===== config.mk =====
export PLATFORM = sky130hd
export DESIGN_NAME = hsl_to_rgb_converter_unit
export DESIGN_NICKNAME = d
export VERILOG_FILES = /design/src/rtl/hsl_pkg.sv /design/src/rtl/hsl_to_rgb_converter_unit.sv
export SDC_FILE = /design/constraint.sdc
export NUM_CORES = 1
export LEC_CHECK = 0
export BUFFER_PORTS_ARGS = -buffer_cell sky130_fd_sc_hd__buf_2
export CAP_MARGIN = 0
export CORE_MARGIN = 10
export CORE_UTILIZATION = 60
export CTS_CLUSTER_SIZE = 28
export DETAILED_ROUTE_END_ITERATION = 10
export GPL_TIMING_DRIVEN = 0
export PLACE_DENSITY = 0.84
export SETUP_SLACK_MARGIN = 0.5
export SLEW_MARGIN = 5
export SYNTH_ARGS = -nofsm -noshare
export SYNTH_HDL_FRONTEND = slang
export SYNTH_SLANG_ARGS = --single-unit

===== constraint.sdc =====
create_clock -name clock -period 7.57 [get_ports clock]
set_input_delay 1.514 -clock clock [delete_from_list [all_inputs] [get_ports clock]]
set_output_delay 1.514 -clock clock [all_outputs]
set_load 0.01 [all_outputs]

===== src/rtl/hsl_pkg.sv =====
`timescale 1ns / 1ps
`default_nettype none

package hsl_pkg;

   // input pixel: hue in 1/16 degree, saturation and lightness in Q1.8
   typedef struct packed {
      logic signed [15:0] hue;
      logic [8:0]         saturation;
      logic [8:0]         lightness;
   } hsl_req_type;

   // output pixel, 8 bits per channel
   typedef struct packed {
      logic [7:0] red;
      logic [7:0] green;
      logic [7:0] blue;
   } hsl_rsp_type;

   // 1.0 in Q1.8
   localparam logic [8:0]  UNIT_Q8     = 9'd256;
   // one 60 degree sector in 1/16 degree
   localparam logic [9:0]  HUE_SECTOR  = 10'd960;
   // six full turns, makes any 16-bit hue non-negative
   localparam logic [17:0] HUE_BIAS    = 18'd34560;
   // floor(x / 15) == (x * RECIP_15) >> 15 for the ranges used here
   localparam logic [11:0] RECIP_15    = 12'd2185;
   // floor(x / 6) == (x * RECIP_6) >> 8 for x up to 70
   localparam logic [5:0]  RECIP_6     = 6'd43;
   // half of the channel scale 65536 * 960, added before the shift by 22 bits
   localparam logic [36:0] ROUND_HALF  = 37'd31457280;
   localparam logic [7:0]  BYTE_MAX    = 8'd255;

endpackage

`default_nettype wire


===== src/rtl/hsl_to_rgb_converter_unit.sv =====
`timescale 1ns / 1ps
`default_nettype none

// HSL to RGB pixel converter. Takes one pixel per clock while req_ready is high and
// passes it through four pipeline register stages followed by the output register,
// each stage holding only small multipliers (at most 17 by 10 or 13 by 12 bits). Hue
// (signed, 1/16 degree) is wrapped modulo 360 degrees, saturation and lightness
// (Q1.8, 256 = 1.0) are clamped to 1.0, and each 8-bit channel is rounded half up.
// rsp_ready low holds every full stage that has no empty stage ahead of it, so
// bubbles still move up; req_ready falls only once every stage holds a pixel,
// so up to five pixels may be in flight.
module hsl_to_rgb_converter_unit (
   input  wire                  clock,
   input  wire                  reset,
   input  wire                  req_valid,
   output logic                 req_ready,
   input  hsl_pkg::hsl_req_type req_data,
   output logic                 rsp_valid,
   input  wire                  rsp_ready,
   output hsl_pkg::hsl_rsp_type rsp_data
);
   import hsl_pkg::*;

   // stage valid bits and advance enables
   logic v1_ff, v2_ff, v3_ff, v4_ff, rsp_valid_ff;
   logic move1, move2, move3, move4, move_out;

   assign move_out  = !rsp_valid_ff || rsp_ready;
   assign move4     = !v4_ff || move_out;
   assign move3     = !v3_ff || move4;
   assign move2     = !v2_ff || move3;
   assign move1     = !v1_ff || move2;
   assign req_ready = move1;
   assign rsp_valid = rsp_valid_ff;

   always_ff @(posedge clock) begin
      if (reset) begin
         v1_ff        <= 1'b0;
         v2_ff        <= 1'b0;
         v3_ff        <= 1'b0;
         v4_ff        <= 1'b0;
         rsp_valid_ff <= 1'b0;
      end else begin
         if (move1)    v1_ff        <= req_valid;
         if (move2)    v2_ff        <= v1_ff;
         if (move3)    v3_ff        <= v2_ff;
         if (move4)    v4_ff        <= v3_ff;
         if (move_out) rsp_valid_ff <= v4_ff;
      end
   end

   // ---------------------------------------------------------------
   // stage 1: hue bias and coarse divide by 960, clamp, 1 - |2L - 1|
   // ---------------------------------------------------------------
   logic [17:0] hue_biased;
   logic [10:0] hue_hi;
   logic [22:0] div15_prod;
   logic [8:0]  sat_clamp, light_clamp;
   logic [9:0]  light_x2;
   logic [9:0]  chroma_w;

   logic [6:0]  q1_in, q1_ff;
   logic [10:0] w1_in, w1_ff;
   logic [5:0]  lo1_in, lo1_ff;
   logic [8:0]  a1_in, a1_ff;
   logic [8:0]  s1_in, s1_ff;
   logic [8:0]  l1_in, l1_ff;

   always_comb begin
      // hue + 6 turns is in 1792..67327, and 5760 is a multiple of 960
      hue_biased  = {{2{req_data.hue[15]}}, req_data.hue} + HUE_BIAS;
      hue_hi      = hue_biased[16:6];
      div15_prod  = hue_hi * RECIP_15;
      sat_clamp   = (req_data.saturation > UNIT_Q8) ? UNIT_Q8 : req_data.saturation;
      light_clamp = (req_data.lightness > UNIT_Q8) ? UNIT_Q8 : req_data.lightness;
      light_x2    = {light_clamp, 1'b0};
      // 256 - |2L - 256|
      chroma_w    = (light_clamp[8] || light_clamp[7]) ? (10'd512 - light_x2) : light_x2;
      q1_in       = div15_prod[21:15];
      w1_in       = hue_hi;
      lo1_in      = hue_biased[5:0];
      a1_in       = chroma_w[8:0];
      s1_in       = sat_clamp;
      l1_in       = light_clamp;
   end

   always_ff @(posedge clock) begin
      if (move1) begin
         q1_ff  <= q1_in;
         w1_ff  <= w1_in;
         lo1_ff <= lo1_in;
         a1_ff  <= a1_in;
         s1_ff  <= s1_in;
         l1_ff  <= l1_in;
      end
   end

   // ---------------------------------------------------------------
   // stage 2: sector and fraction, normalized chroma
   // ---------------------------------------------------------------
   logic [10:0] rem15;
   logic [12:0] div6_prod;
   logic [3:0]  q6;
   logic [6:0]  sector_full;
   logic [17:0] chroma_prod;

   logic [2:0]  sec2_in, sec2_ff;
   logic [9:0]  frac2_in, frac2_ff;
   logic [16:0] cn2_in, cn2_ff;
   logic [8:0]  l2_ff;

   always_comb begin
      rem15       = w1_ff - ((11'(q1_ff) << 4) - 11'(q1_ff));
      div6_prod   = q1_ff * RECIP_6;
      q6          = div6_prod[11:8];
      // sector is the sixty degree count modulo 6
      sector_full = q1_ff - ((7'(q6) << 2) + (7'(q6) << 1));
      chroma_prod = a1_ff * s1_ff;
      sec2_in     = sector_full[2:0];
      frac2_in    = {rem15[3:0], lo1_ff};
      cn2_in      = chroma_prod[16:0];
   end

   always_ff @(posedge clock) begin
      if (move2) begin
         sec2_ff  <= sec2_in;
         frac2_ff <= frac2_in;
         cn2_ff   <= cn2_in;
         l2_ff    <= l1_ff;
      end
   end

   // ---------------------------------------------------------------
   // stage 3: C, X and m on the scale 65536 * 960
   // ---------------------------------------------------------------
   logic [9:0]  frac_sel;
   logic [26:0] x_prod;
   logic [27:0] m_pos, m_neg;

   logic [25:0]        cval3_in, cval3_ff;
   logic [25:0]        xval3_in, xval3_ff;
   logic signed [27:0] mval3_in, mval3_ff;
   logic [2:0]         sec3_ff;

   always_comb begin
      // odd sectors run the secondary value downward
      frac_sel = sec2_ff[0] ? (HUE_SECTOR - frac2_ff) : frac2_ff;
      x_prod   = cn2_ff * frac_sel;
      // L * 245760 and Cn * 480 as shift pairs
      m_pos    = (28'(l2_ff) << 18) - (28'(l2_ff) << 14);
      m_neg    = (28'(cn2_ff) << 9) - (28'(cn2_ff) << 5);
      cval3_in = (26'(cn2_ff) << 10) - (26'(cn2_ff) << 6);
      xval3_in = x_prod[25:0];
      mval3_in = $signed(m_pos - m_neg);
   end

   always_ff @(posedge clock) begin
      if (move3) begin
         cval3_ff <= cval3_in;
         xval3_ff <= xval3_in;
         mval3_ff <= mval3_in;
         sec3_ff  <= sec2_ff;
      end
   end

   // ---------------------------------------------------------------
   // stage 4: channel order, add m, scale by 255 and drop 2^22
   // ---------------------------------------------------------------
   logic [25:0]        r_base, g_base, b_base;
   logic signed [27:0] r_val, g_val, b_val;
   logic signed [36:0] r_scaled, g_scaled, b_scaled;

   logic        rz4_in, gz4_in, bz4_in, rz4_ff, gz4_ff, bz4_ff;
   logic [12:0] ry4_in, gy4_in, by4_in, ry4_ff, gy4_ff, by4_ff;

   always_comb begin
      unique case (sec3_ff)
         3'd0: begin
            r_base = cval3_ff; g_base = xval3_ff; b_base = '0;
         end
         3'd1: begin
            r_base = xval3_ff; g_base = cval3_ff; b_base = '0;
         end
         3'd2: begin
            r_base = '0; g_base = cval3_ff; b_base = xval3_ff;
         end
         3'd3: begin
            r_base = '0; g_base = xval3_ff; b_base = cval3_ff;
         end
         3'd4: begin
            r_base = xval3_ff; g_base = '0; b_base = cval3_ff;
         end
         default: begin
            r_base = cval3_ff; g_base = '0; b_base = xval3_ff;
         end
      endcase
      r_val    = $signed({2'b00, r_base}) + mval3_ff;
      g_val    = $signed({2'b00, g_base}) + mval3_ff;
      b_val    = $signed({2'b00, b_base}) + mval3_ff;
      // v * 255 + half, then divide by 2^22 (the /15 follows)
      r_scaled = (37'(r_val) <<< 8) - 37'(r_val) + $signed(ROUND_HALF);
      g_scaled = (37'(g_val) <<< 8) - 37'(g_val) + $signed(ROUND_HALF);
      b_scaled = (37'(b_val) <<< 8) - 37'(b_val) + $signed(ROUND_HALF);
      rz4_in   = (r_val <= 28'sd0);
      gz4_in   = (g_val <= 28'sd0);
      bz4_in   = (b_val <= 28'sd0);
      ry4_in   = r_scaled[34:22];
      gy4_in   = g_scaled[34:22];
      by4_in   = b_scaled[34:22];
   end

   always_ff @(posedge clock) begin
      if (move4) begin
         rz4_ff <= rz4_in;
         gz4_ff <= gz4_in;
         bz4_ff <= bz4_in;
         ry4_ff <= ry4_in;
         gy4_ff <= gy4_in;
         by4_ff <= by4_in;
      end
   end

   // ---------------------------------------------------------------
   // stage 5: divide by 15, clamp to a byte, output register
   // ---------------------------------------------------------------
   logic [24:0]  r_div, g_div, b_div;
   hsl_rsp_type  rsp_data_in, rsp_data_ff;

   always_comb begin
      r_div = ry4_ff * RECIP_15;
      g_div = gy4_ff * RECIP_15;
      b_div = by4_ff * RECIP_15;
      rsp_data_in.red   = rz4_ff ? 8'd0 :
                          ((r_div[24:15] > 10'(BYTE_MAX)) ? BYTE_MAX : r_div[22:15]);
      rsp_data_in.green = gz4_ff ? 8'd0 :
                          ((g_div[24:15] > 10'(BYTE_MAX)) ? BYTE_MAX : g_div[22:15]);
      rsp_data_in.blue  = bz4_ff ? 8'd0 :
                          ((b_div[24:15] > 10'(BYTE_MAX)) ? BYTE_MAX : b_div[22:15]);
   end

   always_ff @(posedge clock) begin
      if (move_out) begin
         rsp_data_ff <= rsp_data_in;
      end
   end

   assign rsp_data = rsp_data_ff;

`ifndef SYNTHESIS
   // input stalls only when every stage holds a pixel
   a_stall_full: assert property (@(posedge clock) disable iff (reset)
      !req_ready |-> (v1_ff && v2_ff && v3_ff && v4_ff && rsp_valid_ff))
      else $error("input stalled with a bubble in the pipeline");

   // an input transfer always lands in stage 1
   a_enter: assert property (@(posedge clock) disable iff (reset)
      (req_valid && req_ready) |=> v1_ff)
      else $error("input transfer lost at stage 1");

   // hue wrap yields a legal sector and fraction
   a_sector: assert property (@(posedge clock) disable iff (reset)
      v2_ff |-> (sec2_ff <= 3'd5 && frac2_ff < HUE_SECTOR))
      else $error("hue sector or fraction out of range");
`endif

endmodule

`default_nettype wire


==> results of run 1 <==
## final cells by class
type                    instances  share of cell area [%]
inverters                     513                    6.00
plain buffers                  51                   0.747
multi-input cells            2360                    65.7
clock buffers                  29                    2.19
repair buffers                 80                    1.49
well taps                     664                    2.58
flip-flops and latches        219                    20.3
clock inverters                23                   0.938
## metrics by stage
stage          instances  setup TNS, ps  instance area (sq um)  hold WS [ps]
2_1_floorplan       3143              0                  29600           400
3_3_place_gp        3870          -1320                  30800           402
3_5_place_dp        3873          -2150                  30800           405
4_1_cts             3931              0                  32000           417
5_1_grt             3939              0                  32200           423
6_report            3939              0                  32200           412
## registers in the layout (all words and copies together) (netlist names), 8 cells and up
register,cells
ry4_ff,13
frac2_ff,10
cn2_ff,16
xval3_ff,25
cval3_ff,18
l2_ff,9
mval3_ff,22
a1_ff,8
rsp_data,24
s1_ff,9
gy4_ff,13
by4_ff,13
l1_ff,8
## path summary, 6_finish.rpt
check	slack (ps)	start	to
setup reg to reg	700	frac2_ff[0]	xval3_ff[24]
hold / removal	410	lo1_ff[2]	frac2_ff[2]
hold reg to reg	410	lo1_ff[2]	frac2_ff[2]
setup / recovery	700	frac2_ff[0]	xval3_ff[24]
## cells in the mapped netlist (5+ instances only)
master,number,area share [%]
a2111oi_0,5,0.15
a211o_1,6,0.18
a211oi_1,24,0.61
a21boi_0,6,0.15
a21o_1,57,1.4
a21oi_1,149,2.5
a22o_1,39,1.2
a22oi_1,5,0.13
a31o_2,7,0.21
a31oi_1,19,0.40
and2_1,72,1.5
and3_1,23,0.49
clkbuf_1,46,0.58
dfxtp_1,5,0.34
edfxtp_1,214,22
fa_1,202,14
ha_1,609,26
inv_1,512,6.5
nand2_1,243,3.1
nand2b_1,26,0.55
nand3_1,43,0.73
nand4_1,24,0.51
nor2_1,193,2.4
nor2b_1,34,0.72
nor3_1,64,1.1
nor3b_1,6,0.15
nor4_1,12,0.25
o211ai_1,13,0.33
o21a_1,30,0.76
o21ai_0,92,1.6
o21ai_1,14,0.24
o21bai_1,14,0.35
o31ai_1,7,0.18
or2_2,10,0.21
or3_1,13,0.27
or4_1,8,0.20
xnor2_1,145,4.3
xor2_1,68,2.0
## critical path: cells and delay by family (launching register included)
kind / cells / cell delay [ps]
AO/OA/AOI/OAI: 6 / 1060
AND/OR/NAND/NOR: 6 / 720
flip-flops: 1 / 410
XOR/XNOR: 2 / 210
buffers and inverters: 9 / 1060
adder cells (fa/ha/maj): 7 / 3160
## per-layer routing
layer | up-vias | wire (microns) | track usage [%]
met2 | 594 | 33500 | 40.8
met1 | 10800 | 27000 | 26.3
met5 | - | 0 | 0
li1 | 11000 | - | -
met3 | 171 | 3260 | 2.65
met4 | 0 | 2900 | 9.67
## what timing repair did
action,CTS,global route
setup endpoints to repair,15,15
gates resized for setup,27,31
pin swaps,4,7
endpoints found under the hold margin,0,0
setup buffers,6,8
## cells by family after synthesis
logic type	after synthesis	share of synthesized area, %
compound gates	545	12.2
xor+xnor	214	6.35
simple gates	787	12.7
buf+inv	564	7.18
mux	3	0.110
fa+ha+maj	811	39.4
flops	219	22.0
==> flow_metrics.tcl, run 1 <==
set metrics [dict create \
    status "completed" \
    routedWlPerCell_microns 16.9 \
    synth-warning-count 0 \
    ys.flop_type "edfxtp_1" \
    slew_headroom_pct 37.5 \
    antenna_found_initial 0 \
    grt_pass1_wl_mm 110 \
    r2r_cells 30 \
    holdPathStages 0 \
    syn_area_sq_mm 0.0296 \
    fillers 3796 \
    synth_edf_count 214 \
    worstSetupPathType "reg2reg" \
    cts_buffers 28 \
    ys_ff_latch 219 \
    rows 81 \
    drtPass1Iterations 7 \
    synthCells 3143 \
    vias 22600 \
    die_w_microns 242 \
    die_area_sq_mm 0.0586 \
    cts_sinks 219 \
    finalMaxSlewViolations 0 \
    ant_nets 0 \
    layout_common_cells "ha_1 (608), inv_1 (511), nand2_1 (241), edfxtp_1 (214), fa_1 (202)" \
    overflow 0 \
    synthToLayoutAreaGrowth_pct 8.58 \
    initial_core_util_pct 60.6 \
    die_h_microns 242 \
    cp_data_required_time_ps 7890 \
    critical-path-max-stage-delay_ps 580 \
    synth.avg_cell_area_sq_um 9.42 \
    hp-class "reg2reg" \
    path_clk_slew_ps 70 \
    pre_cts_slack_ps -513 \
    cp-start-kind "flip-flop" \
    grt.total_usage_pct 22.5 \
    arrival_ps 7180 \
    multi_input_area_sq_mm 0.0211 \
    max_cap_violations 0 \
    synth_seq_area_share_pct 22.0 \
    cts_htree_levels 1 \
    nNetsFinal 4102 \
    ios 64 \
    min_period_over_period_pct 90.7 \
    syn_nets 3992 \
    synth_cell_types 80 \
    vias_per_cell 5.73 \
    grt_max_degree 43 \
    wirelength_mm 66.7 \
    hold_buffers 0 \
    remaining_drc_errors 0 \
    grt_pass1_vias 22800 \
    portBuffers 63 \
    synthArstFlopShare_pct 0 \
    clock_path_buffers 3 \
    crit_fanout 10 \
    drtIter0Drc 1143 \
    fin_skew_ps 35.4 \
    slowest_stage "fa_1" \
    rsz0062_at_grt "yes" \
    period_minus_slack_ps 6870 \
    seq_area_sq_mm 0.00653 \
    final_common_cell "ha_1" \
    hold_viol 0 \
    finish.utilization_pct 65.8 \
    setup_violations 0 \
    dpl.hpwl_mm 54.7 \
    insertion_delay_ps 600 \
    clock.fmax_mhz 146 \
    tightestPinTransition_ps 936 \
    end_kind "flip-flop" \
    antenna_cells 0 \
    core_area_sq_mm 0.0488 \
    cts_root_buf "clkbuf_16" \
    gp_congestion 0.980 \
    layout-drive-gt1-share_pct 6.08 \
    crit_path_frequent_cell "fa_1" \
    cts_tree "built" \
    setup_ws_ps 705 \
]
Power of run 1 is not shown: default switching activity piles up to over one toggle a cycle in this logic, so the estimate is an artifact.
==> inputs of run 2 (changes only) <==
- CORE_ASPECT_RATIO: unset -> 0.75
- PLACE_DENSITY: 0.84 -> 0.87
- SETUP_SLACK_MARGIN: 0.5 -> unset
- clock period: 7.57 -> 5.9 ns (I/O delays scaled with it)
==> run 2 against run 1 <==
  * The run now ends with setup timing left
  * Die area increased by 0.16%
  * Cell count increased by 0.96%
  * First-iteration DRC count increased by 54%
  * Critical path depth decreased by 4
  * Register-to-register slack got worse by 1300 ps
  * Critical endpoint is now xval3_ff[18]
  * Global-route usage increased by 1.5 points
==> flow_metrics.tcl, run 2 (synthesis results as in run 1) <==
set metrics [dict create \
    vias 23400 \
    gp_congestion 0.994 \
    insertion_delay_ps 580 \
    layout_common_cells "ha_1 (595), inv_1 (500), nand2_1 (235), edfxtp_1 (214), fa_1 (198)" \
    rsz0062_at_grt "yes" \
    initial_core_util_pct 60.7 \
    remaining_drc_errors 0 \
    hold_viol 0 \
    clock_path_buffers 3 \
    die_w_microns 277 \
    grt_pass1_wl_mm 117 \
    end_kind "flip-flop" \
    ant_nets 0 \
    cp-start-kind "flip-flop" \
    routedWlPerCell_microns 18.3 \
    nNetsFinal 4160 \
    antenna_found_initial 0 \
    die_h_microns 212 \
    rows 70 \
    path_clk_slew_ps 60 \
    period_minus_slack_ps 6450 \
    largest_register_ffs 25 \
    final_common_cell "ha_1" \
    cts_root_buf "clkbuf_16" \
    worstSetupPathType "reg2reg" \
    finalMaxSlewViolations 0 \
    layout-drive-gt1-share_pct 10.8 \
    final_cell_count_no_fill 3977 \
    place_area_sq_mm 0.0310 \
    setup_violations 12 \
    status "finished with violations" \
    dpl.hpwl_mm 56.9 \
    hold_buffers 0 \
    finish.utilization_pct 68.2 \
    antenna_cells 0 \
    max_cap_violations 0 \
    grt.total_usage_pct 23.9 \
    fin_area_sq_mm 0.0333 \
    grt_max_degree 39 \
    wirelength_mm 72.7 \
    ios 64 \
    fin_skew_ps 31.8 \
    drtIter0Drc 1760 \
    drtPass1Iterations 7 \
    vias_per_cell 5.89 \
    failed_checks "setup timing" \
    placed_cells 3857 \
    arrival_ps 6750 \
    cp_data_required_time_ps 6200 \
    core_area_sq_mm 0.0488 \
    synthToLayoutAreaGrowth_pct 12.3 \
    tightestPinTransition_ps 951 \
    cts_htree_levels 1 \
    clock.fmax_mhz 155 \
    pre_cts_slack_ps -971 \
    setup_ws_ps -553 \
    portBuffers 63 \
    cts_sinks 219 \
    overflow 0 \
    cts_buffers 26 \
    crit_fanout 6 \
    hp-class "reg2reg" \
    fillers 3439 \
    min_period_over_period_pct 109 \
    die_area_sq_mm 0.0587 \
    cts_tree "built" \
    slew_headroom_pct 36.5 \
    grt_pass1_vias 23600 \
    regMostFlops "xval3_ff" \
]
==> run 2: cell count changes in the layout (fill, tap and decap cells not counted), moves of 9 or more <==
cell,previous run,this run
inv_1,511,500
xnor2_1,138,129
buf_6,2,13
ha_1,608,595
a21oi_2,3,12
buf_4,15,66
a21oi_1,147,135
o21ai_0,89,79
nor2_1,193,183
inv_2,1,10
ha_4,0,13
==> run 2: area by class of cell <==
type,count,area [sq um],area share [%]
Buffer,47,282,0.846
Sequential cell,219,6530,19.6
Clock buffer,35,684,2.06
Tap cell,648,811,2.44
Inverter,513,1950,5.85
Timing Repair Buffer,143,1020,3.07
Clock inverter,11,123,0.369
Multi-Input combinational cell,2361,21900,65.8
==> run 2: critical path, stage by stage (launching register included) <==
cell      delay [ps]
edfxtp_1         420
buf_8            160
clkinv_8          60
ha_4             130
nand3b_1         110
nor4_4           270
buf_4            170
a21oi_4           40
xnor2_4          330
buf_6            150
and2_4           130
fa_1             400
fa_1             540
fa_2             470
fa_1             560
inv_2             40
fa_1             550
inv_2             50
ha_4             270
and3_4           180
a21oi_2          130
o211ai_1         170
a311oi_1         360
nor2_1           120
o21a_1           180
nor2_1           110
xnor2_1           90
==> run 2: metrics by stage <==
step / hold WS, ps / setup TNS [ps]
floorplan: 400 / -352
global placement: 401 / -17030
detailed placement: 405 / -20540
CTS: 419 / -1420
global route: 423 / -7070
finish: 418 / -4050
==> run 2: path summary, 6_finish.rpt <==
| kind | cells after the start | end | startpoint | slack (ps) |
|---|---|---|---|---|
| max | 26 | xval3_ff[18] | frac2_ff[0] | -550 |
| min | 0 | frac2_ff[3] | lo1_ff[3] | 420 |
| max reg2reg | 26 | xval3_ff[18] | frac2_ff[0] | -550 |
| min reg2reg | 0 | frac2_ff[3] | lo1_ff[3] | 420 |
==> run 2: repair_timing <==
item | CTS | global route
buffers inserted | 42 | 36
cloned | 0 | 1
gates resized for setup | 89 | 99
setup endpoints to repair | 48 | 40
pin swaps | 45 | 54
==> run 2: per-layer routing <==
layer	vias to the layer above	global-route usage, %	share of wire (%)
li1	11200	-	-
met1	11200	31.2	42
met2	901	40.7	47
met3	173	3.77	7.9
met4	0	6.85	2.8
met5	-	0	0
Power of run 2 is left out for the same reason.
